$ cat src/rtl/core/quaternion_vector_rotate_core_defines.svh
// assertion helpers shared by the rotate core
`ifndef QUATERNION_VECTOR_ROTATE_CORE_DEFINES_SVH
`define QUATERNION_VECTOR_ROTATE_CORE_DEFINES_SVH

// implication checked on every edge outside reset
`define QVR_ASSERT_IMP(label, clk, rst_n, ante, cons, msg) \
	label: assert property (@(posedge clk) disable iff (!rst_n) (ante) |-> (cons)) \
		else $error(msg);

// condition that must hold on every edge while reset is applied
`define QVR_ASSERT_IN_RESET(label, clk, rst_n, cons, msg) \
	label: assert property (@(posedge clk) (!rst_n) |-> (cons)) else $error(msg);

`endif

$ cat src/rtl/core/qvr_pkg.sv
`timescale 1ns / 1ps
package qvr_pkg;

	localparam int IN_W   = 16;
	localparam int T_W    = 34;   // first product, units of 2^-15
	localparam int M_W    = 50;   // second product terms, units of 2^-30
	localparam int P_W    = 51;   // pair sums
	localparam int S_W    = 52;   // full sum
	localparam int FRAC_W = 30;
	localparam int R_W    = S_W - FRAC_W;

	localparam logic signed [P_W-1:0] ROUND_BIAS = P_W'(64'sd1 <<< (FRAC_W - 1));
	localparam logic signed [R_W-1:0] OUT_MAX    = R_W'(32767);
	localparam logic signed [R_W-1:0] OUT_MIN    = -R_W'(32768);

	typedef struct packed {
		logic signed [IN_W-1:0] x;
		logic signed [IN_W-1:0] y;
		logic signed [IN_W-1:0] z;
	} vec_t;

	typedef struct packed {
		logic signed [IN_W-1:0] w;
		logic signed [IN_W-1:0] x;
		logic signed [IN_W-1:0] y;
		logic signed [IN_W-1:0] z;
	} quat_t;

	typedef struct packed {
		vec_t  vec;
		quat_t quat;
	} in_word_t;

	typedef struct packed {
		logic signed [T_W-1:0] t0;
		logic signed [T_W-1:0] t1;
		logic signed [T_W-1:0] t2;
		logic signed [T_W-1:0] t3;
		quat_t                 quat;
	} t_word_t;

	typedef struct packed {
		logic signed [P_W-1:0] ax;
		logic signed [P_W-1:0] bx;
		logic signed [P_W-1:0] ay;
		logic signed [P_W-1:0] by;
		logic signed [P_W-1:0] az;
		logic signed [P_W-1:0] bz;
	} pair_word_t;

	typedef struct packed {
		vec_t vec;
		logic saturated;
	} out_word_t;

endpackage

$ cat src/rtl/core/qvr_rndsat.sv
`timescale 1ns / 1ps
module qvr_rndsat (
	input  logic                clk,
	input  logic                arst_n,
	input  logic                in_valid,
	output logic                in_ready,
	input  qvr_pkg::pair_word_t in_data,
	output logic                out_valid,
	input  logic                out_ready,
	output qvr_pkg::out_word_t  out_data
);
	import qvr_pkg::*;

	logic                  valid_s5, valid_s6;
	logic                  en_s5, en_s6;
	logic signed [S_W-1:0] sum_x_s5, sum_y_s5, sum_z_s5;
	logic signed [R_W-1:0] rnd_x, rnd_y, rnd_z;
	logic                  hi_x, hi_y, hi_z, lo_x, lo_y, lo_z;
	out_word_t             clip_w;
	out_word_t             data_s6;

	assign en_s6    = !valid_s6 || out_ready;
	assign en_s5    = !valid_s5 || en_s6;
	assign in_ready = en_s5;

	always_ff @(posedge clk or negedge arst_n) begin
		if (!arst_n) begin
			valid_s5 <= 1'b0;
			valid_s6 <= 1'b0;
		end else begin
			if (en_s5) valid_s5 <= in_valid;
			if (en_s6) valid_s6 <= valid_s5;
		end
	end

	// floor of the biased sum gives round half up
	assign rnd_x = sum_x_s5[S_W-1:FRAC_W];
	assign rnd_y = sum_y_s5[S_W-1:FRAC_W];
	assign rnd_z = sum_z_s5[S_W-1:FRAC_W];

	assign hi_x = rnd_x > OUT_MAX;
	assign hi_y = rnd_y > OUT_MAX;
	assign hi_z = rnd_z > OUT_MAX;
	assign lo_x = rnd_x < OUT_MIN;
	assign lo_y = rnd_y < OUT_MIN;
	assign lo_z = rnd_z < OUT_MIN;

	always_comb begin
		clip_w.vec.x = hi_x ? OUT_MAX[IN_W-1:0] : (lo_x ? OUT_MIN[IN_W-1:0] : rnd_x[IN_W-1:0]);
		clip_w.vec.y = hi_y ? OUT_MAX[IN_W-1:0] : (lo_y ? OUT_MIN[IN_W-1:0] : rnd_y[IN_W-1:0]);
		clip_w.vec.z = hi_z ? OUT_MAX[IN_W-1:0] : (lo_z ? OUT_MIN[IN_W-1:0] : rnd_z[IN_W-1:0]);
		clip_w.saturated = hi_x || hi_y || hi_z || lo_x || lo_y || lo_z;
	end

	always_ff @(posedge clk) begin
		if (en_s5 && in_valid) begin
			sum_x_s5 <= S_W'(in_data.ax) + S_W'(in_data.bx);
			sum_y_s5 <= S_W'(in_data.ay) + S_W'(in_data.by);
			sum_z_s5 <= S_W'(in_data.az) + S_W'(in_data.bz);
		end
		if (en_s6 && valid_s5) begin
			data_s6 <= clip_w;
		end
	end

	assign out_valid = valid_s6;
	assign out_data  = data_s6;

endmodule

$ cat config.mk
export PLATFORM = sky130hd
export DESIGN_NAME = qvr_rndsat
export DESIGN_NICKNAME = d
export VERILOG_FILES = /design/src/rtl/core/quaternion_vector_rotate_core_defines.svh /design/src/rtl/core/qvr_pkg.sv /design/src/rtl/core/qvr_rndsat.sv
export SDC_FILE = /design/constraint.sdc
export NUM_CORES = 1
export LEC_CHECK = 0
export BUFFER_PORTS_ARGS = -buffer_cell sky130_fd_sc_hd__buf_2
export CAP_MARGIN = 0
export CORE_MARGIN = 3
export CORE_UTILIZATION = 50
export CTS_BUF_LIST = sky130_fd_sc_hd__clkbuf_4 sky130_fd_sc_hd__clkbuf_8 sky130_fd_sc_hd__clkbuf_16
export DETAILED_ROUTE_END_ITERATION = 10
export MAX_ROUTING_LAYER = met4
export PLACE_DENSITY = 0.8
export SLEW_MARGIN = 25
export SYNTH_ARGS = -nofsm -noshare
export SYNTH_HDL_FRONTEND = slang
export SYNTH_SLANG_ARGS = --single-unit
$ cat constraint.sdc
create_clock -name clk -period 4.4 [get_ports clk]
set_clock_uncertainty 0.05 [all_clocks]
set_input_delay 0.88 -clock clk [delete_from_list [all_inputs] [get_ports clk]]
set_output_delay 0.88 -clock clk [all_outputs]
set_load 0.01 [all_outputs]
Word-level counts from Yosys, hierarchy flattened
Cells that the tools add are included.

word-level totals
  output and inout bits = 51
  logic and storage cells = 32
  bits in registers = 207

cells by class
  $add $sub $neg = 3
  multiplexer cells = 3
  $lt $le $gt $ge = 6
  reduce and logical (&&, ||, !) cells = 11

operator list
  operator                count
  $add A51 B51 Y52        3
  $gt A22 B16 Y1 const B  3
  $lt A22 B16 Y1 const B  3
  $mux W16                3
  $logic_or A1 B1 Y1      7
  $logic_and A1 B1 Y1     2
  $logic_not A1 Y1        2

Logic depth before layout (Yosys ltp)
Gate-level depths: netlist (run 1).

  word-level depth = 6
  gate-level depth with buffers = 11

Worst setup path after synthesis (run 1)
Ideal clock, no wire load.

  path kind = input -> register
  start = input in_data[232] (netlist bit)
  end = register sum_x_s5[50] (data pin)
  library setup time = 0.258 ns
  data required time = 4.092 ns
  path buffers = 0
  stages = 10
  data arrival time = 3.015 ns
  path slack = 1.077 ns
  cells stage by stage = ha_1 > a21o_1 > a21o_1 > a211o_1 > a31oi_4 > a21oi_2 > a311o_2 > a31o_4 > a21oi_2 > xnor2_1

on the way
  word-level cells in the longest chain between the ends = 1

RTL lines
  item                  line              RTL
  start, declared       qvr_rndsat.sv:7   input qvr_pkg::pair_word_t in_data,
  $add A51 B51 Y52      qvr_rndsat.sv:57  sum_x_s5 <= S_W'(in_data.ax) + S_W'(in_data.bx);
  end signal, assigned  qvr_rndsat.sv:57
  end, declared         qvr_rndsat.sv:16  logic signed [S_W-1:0] sum_x_s5, sum_y_s5, sum_z_s5;

No other way between the ends.
A chain may end at the register's enable or synchronous reset.

Final worst setup path (run 1)
  start = input in_data[133] (netlist bit)
  end = register sum_y_s5[48] (data pin)

on the way
  word-level cells in the longest chain between the ends = 1

RTL lines
  item                  line              RTL
  $add A51 B51 Y52      qvr_rndsat.sv:58  sum_y_s5 <= S_W'(in_data.ay) + S_W'(in_data.by);
  end signal, assigned  qvr_rndsat.sv:58
  end, declared         qvr_rndsat.sv:16

No other way between the ends.

==> metrics, run 1 <==
ys async rst share 1.71%; met3 Resource Use GR 5.03%; Pleak 6.13 nW; average cell area after synthesis 9.38 sq um; synthesized area 10,300 sq um; core area 19,800 sq um; Die ar. 22,400 sq um; effective utilization at floorplan 51.9%; RSZ-0062 raised after global routing no; Setup Buffers After CTS 0; Tcrit/Tclk final 75.4%; largest net degree at the start of global routing 67; crit path max fanout 7; f_max 0.302 GHz; first-pass GRT wire length 45,700 um; CP peak stage delay 0.50 ns; DR pass1 iterations 5; setup_tns 0 ns; Max-Cap Viols 0; Vias/cell 5.67; Clock Path Buffers 2; Synth Area in Compound Gates 25.3%; Synth area leaders edfxtp_1, ha_1, a21o_1; final net count 1,917; DIE HEIGHT 150 um; Top Ports 361; P&R area growth vs syn 26.0%; Hold WC Path Type in -> async; Slew HR 43.6%; Least-Margin Pin Slew 0.845 ns; largest family of logic cells by synthesized area compound AO/OA/AOI/OAI gates; number of warnings issued by yosys 0; status finished, final reports clean; depth of the CTS H-tree 4; area leader, netlist edfxtp_1; critical-path cell list buf_2 > ha_1 > nand4_1 > nor4_1 > nand2_1 > a211oi_1 > o31ai_1 > a31oi_1 > o21a_1 > nor2_1 > xnor2_1; flop-to-flop setup slack 2.67 ns; CTS tree yes; # clock sinks 117; clock latency at the later pin of the worst-skew pair 0.41 ns; CP Class in -> reg; mux contribution to synthesized area 0%; hold_buf cts 0; post-DP HPWL 23,700 um; GRT overflow 0; CP Launch Type input pin; fin. max-slew vios 0; Peak VDD IR 0.000201 V; slowest CP cell a211oi_1; Post-synth EDFFs 115; Pwr per Cell Area 313 nW/um^2; overall routing resource usage 25.7%; most common cell in the netlist ha_1; fin crit period 3.32 ns; Top FF cell, synth edfxtp_1; chip width 150 um; Post-Synth Adder-Cell Area 18.2%; met2 usage 44.4%; Final setup viols 0; Port Buffer Count 360; Post-Synth Simple-Gate Area 16.2%; Cells after Synth 1,098; post_cts resized 0; Final GP Congestion 0.924; grt met1 use 31.5%; 1st-iter DRT viols 449; vias in the first global route 9,586; GRT Max-Usage Layer met2; Net Count, Synth 1,558; routed via count 9,868; # DRC 0; clock root cell clkbuf_16; share of the synthesized area in the top cell type 33.5%; xor and xnor fraction of the mapped netlist area 4.68%; CP Capture Type flop; CTS buffer count 17; CTS clk-pin slew, worst paths 0.05 ns; Fin. Hold Viols 0; data required time of the worst path 4.51 ns; Final Util 65.4%; CP arrival 3.43 ns; routed length per instance 16.4 um; Seq cells post-synth 117; Post-DRT Antenna Nets 0; top post-synthesis cells by count ha_1, a21oi_1, edfxtp_1; DRT Wirelength 28,600 um; share of layout cells above drive strength 1 28.4%; register area share after synthesis 34.0%; initial antenna violation count 4; Distinct cells, synth 66; FP Rows 51
==> area by class of cell <==
class                   instances  area [sq um]
fillers                      1647          6870
multi-input cells             936          6630
flip-flops and latches        117          3500
repair buffers                364          1830
clock buffers                  19           440
well taps                     265           332
clock inverters                13           146
inverters                      21          78.8
diodes                          4          10.0
==> cell families after synthesis <==
| group | Yosys count |
|---|---|
| AO/OA/AOI/OAI | 390 |
| AND/OR/NAND/NOR | 341 |
| adder cells (fa/ha/maj) | 150 |
| flip-flops | 117 |
| XOR/XNOR | 55 |
| buffers and inverters | 45 |
==> where the power goes <==
group	internal [mW]	switching [mW]
Clock	0.853	0.504
Sequential	1.42	0.0462
Combinational	0.550	0.685
==> critical path: cells and delay by family <==
| family | cells | cell delay [ns] |
|---|---|---|
| xor+xnor | 1 | 0.12 |
| compound gates | 4 | 1.12 |
| fa+ha+maj | 1 | 0.43 |
| simple gates | 4 | 0.75 |
| buf+inv | 1 | 0.11 |
==> path summary, 6_finish.rpt <==
kind / start / cells after the start / endpoint
worst max-delay path: in_data[133] / 11 / sum_y_s5[48]$_DFFE_PP_
worst min-delay path: arst_n / 1 / valid_s5$_DFFE_PN0N_
worst max register to register: valid_s5$_DFFE_PN0N_ / 2 / sum_z_s5[31]$_DFFE_PP_
worst min register to register: sum_x_s5[51]$_DFFE_PP_ / 0 / out_data[48]$_SDFFCE_PP0P_
max in group asynchronous: arst_n / 1 / out_valid$_DFFE_PN0P_
min in group clk: sum_x_s5[51]$_DFFE_PP_ / 0 / out_data[48]$_SDFFCE_PP0P_
==> registers in the layout, indices dropped and copies added, names as in the netlist <==
signal and cells:
out_data 49, sum_y_s5 22, valid_s5 1, out_valid 1, sum_x_s5 22, sum_z_s5 22
==> through the flow <==
stage	setup slack [ns]	power (mW)	hold slack [ns]	cell area [sq um]	instances
floorplan	1.08	2.30	0.399	10300	1098
global route	0.906	4.29	0.173	13000	1739
CTS	1.13	4.07	0.176	13000	1735
global placement	0.767	2.69	0.410	12400	1703
finish	1.08	4.06	0.191	13000	1739
detailed placement	0.723	2.71	0.414	12400	1703
==> cell usage in the layout, fill, tap and decap left out, types with 33 or more instances in the layout <==
| master | n |
|---|---|
| a21o_1 | 84 |
| a21oi_1 | 119 |
| buf_2 | 360 |
| edfxtp_1 | 115 |
| ha_1 | 150 |
| nand2_1 | 60 |
| nand3_1 | 35 |
| nand4_1 | 33 |
| nor2_1 | 114 |
| o21ai_0 | 46 |
| xnor2_1 | 34 |
==> per-layer routing <==
| metal | vias to the layer above | wire length (um) |
|---|---|---|
| met5 | - | 0 |
| met2 | 362 | 14100 |
| met4 | 0 | 445 |
| met3 | 27 | 1940 |
| met1 | 4497 | 12100 |
| li1 | 4982 | - |
Power figures use the tool's default switching activity.
==> inputs of run 2 (changes only) <==
- ABC_AREA: not set -> 1
- PLACE_DENSITY: 0.8 -> 0.78
- clock period: 4.4 -> 2.9 ns (I/O delays scaled with it)
==> run 2 against run 1 <==
Clock power up 63%. Non-clock buffer count up 1. Worst hold slack better by 0.21 ns. Synthesized area up 55%. Die area up 52%. Combinational power up 130%. Sequential share of layout area down 8.4 points. Synthesized cell count rose to 2.6 times the previous value. Worst setup slack worse by 0.46 ns. Highest routed layer unchanged. Via count up 85%. Largest power group is now combinational logic. Largest cell class unchanged. Register-to-register slack worse by 1.5 ns. Cell area up 45%.
==> metrics, run 2 <==
Vias/cell 5.07; most frequent cells in the layout nand2_1, inv_1, buf_2, nor2_1, ha_1; Crit Reg-Reg Startpoint sum_z_s5[48]$_DFFE_PP_; clock root cell clkbuf_16; xor and xnor fraction of the mapped netlist area 0.330%; crit path max fanout 5; fin. max-slew vios 0; Least-Margin Pin Slew 0.687 ns; CP Launch Type input pin; Seq cells post-synth 117; Final Util 60.9%; clock latency at the later pin of the worst-skew pair 0.42 ns; Port Buffer Count 360; largest net degree at the start of global routing 67; setup_tns 0 ns; cell count of the worst hold path 3; first-pass GRT wire length 82,900 um; synthesized area 15,900 sq um; area leader, netlist nand2_1; cell area after layout 18,900 sq um; average cell area after synthesis 5.66 sq um; DRT Wirelength 53,100 um; Clk pwr share 30.2%; CTS clk-pin slew, worst paths 0.07 ns; reg2reg path depth 5; Pleak 11.1 nW; Cells after Synth 2,817; CTS buffer count 17; Distinct cells, synth 33; Post-synth EDFFs 115; Post-DRT Antenna Nets 0; overall routing resource usage 31.3%; post-DP HPWL 46,100 um; f_max 0.438 GHz; core area 31,000 sq um; Fin. Hold Viols 0; initial antenna violation count 0; Tot Pwr 7.36 mW; CP arrival 2.41 ns; Worst R2R End out_data[0]$_DFFE_PP_; Post-Synth Simple-Gate Area 44.7%; flop-to-flop setup slack 1.20 ns; RSZ-0062 raised after global routing no; data required time of the worst path 3.03 ns; Top Ports 361; placed instance area 18,300 sq um; share of layout cells above drive strength 1 15.2%; Top FF cell, synth edfxtp_1; Die ar. 34,000 sq um; min-delay src in_valid; largest family of logic cells by synthesized area simple AND/OR/NAND/NOR gates; 1st-iter DRT viols 1,417; # DRC 0; GRT overflow 0; P&R area growth vs syn 18.4%; top post-synthesis cells by count nand2_1, inv_1, nor2_1; Post-Synth Adder-Cell Area 11.8%; status finished, final reports clean; depth of the CTS H-tree 4; share of the synthesized area in the top cell type 28.0%; most common cell after layout, fill and taps aside nand2_1; ys async rst share 1.71%; Hold WC Path Type in -> reg; number of warnings issued by yosys 0; Pwr per Cell Area 390 nW/um^2; CP Class in -> reg; mux contribution to synthesized area 0%; most common cell in the netlist nand2_1; routed via count 18,200; # clock sinks 117; register area share after synthesis 22.0%; Hold EP valid_s5$_DFFE_PN0N_; final net count 3,652; routed length per instance 14.7 um; effective utilization at floorplan 51.4%; Tcrit/Tclk final 78.7%; Slew HR 54.2%; Combinational Power Share 39.0%; switch share 39.4%; Ant. Diodes 0; Clock Path Buffers 2; fin crit period 2.28 ns; Synth Area in Compound Gates 6.62%; max reg flops 49; chip width 185 um; Final GP Congestion 1.04; sw power 2.90 mW; DR pass1 iterations 8; Max-Cap Viols 0; Peak VDD IR 0.000300 V; Hold Worst Slack 0.399 ns; Net Count, Synth 3,277; Internal 4.46 mW; DIE HEIGHT 185 um; Synth area leaders nand2_1, edfxtp_1, inv_1; FP Rows 64; vias in the first global route 16,900; CP Capture Type flop; Final setup viols 0; sequential share of power 30.8%; CTS tree yes
==> run 2: through the flow <==
step	setup slack, ns	instances
after floorplan	0.270	2817
after global placement	0.247	3568
after detailed placement	0.265	3568
after CTS	0.711	3601
after global routing	0.488	3601
final	0.618	3601
==> run 2: metal layers <==
metal	up-vias	wire length, um	track usage [%]
met1	8072	23400	42.1
met5	-	0	-
met2	691	24300	50.8
li1	9413	-	-
met4	0	1290	8.47
met3	72	4080	2.59
==> run 2: kinds of logic (layout without fill, tap and decap cells) <==
group / Yosys count / count (layout)
buffers and inverters: 621 / 1009
flip-flops: 117 / 117
XOR/XNOR: 6 / 6
AO/OA/AOI/OAI: 198 / 198
AND/OR/NAND/NOR: 1725 / 1725
adder cells (fa/ha/maj): 150 / 150
==> run 2: final cells by class <==
class / instances / area, sq um
Clock buffer: 17 / 425
Clock inverter: 15 / 181
Fill cell: 3152 / 12100
Inverter: 612 / 2300
Multi-Input combinational cell: 2079 / 10100
Sequential cell: 117 / 3500
Tap cell: 396 / 495
Timing Repair Buffer: 365 / 1850
==> run 2: power by group through the flow <==
stage	clock, mW	sequential (mW)	combinational, mW
floorplan	0	2.31	1.82
global placement	0	2.29	2.78
detailed placement	0	2.30	2.82
CTS	2.23	2.26	2.84
global route	2.30	2.28	3.24
finish	2.22	2.27	2.87
==> run 2: critical path, stage by stage <==
cell	delay (ns)
buf_2	0.10
ha_1	0.39
nand2_1	0.15
nor2_2	0.19
nand2_1	0.16
inv_2	0.09
nand2_2	0.12
inv_1	0.11
nand4_1	0.26
nand3_1	0.18
nand2_1	0.08
==> run 2: worst max-delay path by stage <==
stage	start	end	slack [ns]	depth (start not counted)
2_1_floorplan	out_ready	sum_x_s5[30]$_DFFE_PP_	0.27	4
3_3_place_gp	in_data[240]	sum_x_s5[37]$_DFFE_PP_	0.25	11
3_5_place_dp	in_data[240]	sum_x_s5[37]$_DFFE_PP_	0.27	11
4_1_cts	in_data[240]	sum_x_s5[37]$_DFFE_PP_	0.71	11
5_1_grt	in_data[240]	sum_x_s5[37]$_DFFE_PP_	0.49	11
6_report	in_data[240]	sum_x_s5[37]$_DFFE_PP_	0.62	11
==> run 2: what timing repair did <==
action	in CTS	in global routing
hold buffers	1	0
buffers inserted	0	0
endpoints found under the hold margin	2	0
gates resized for setup	0	0
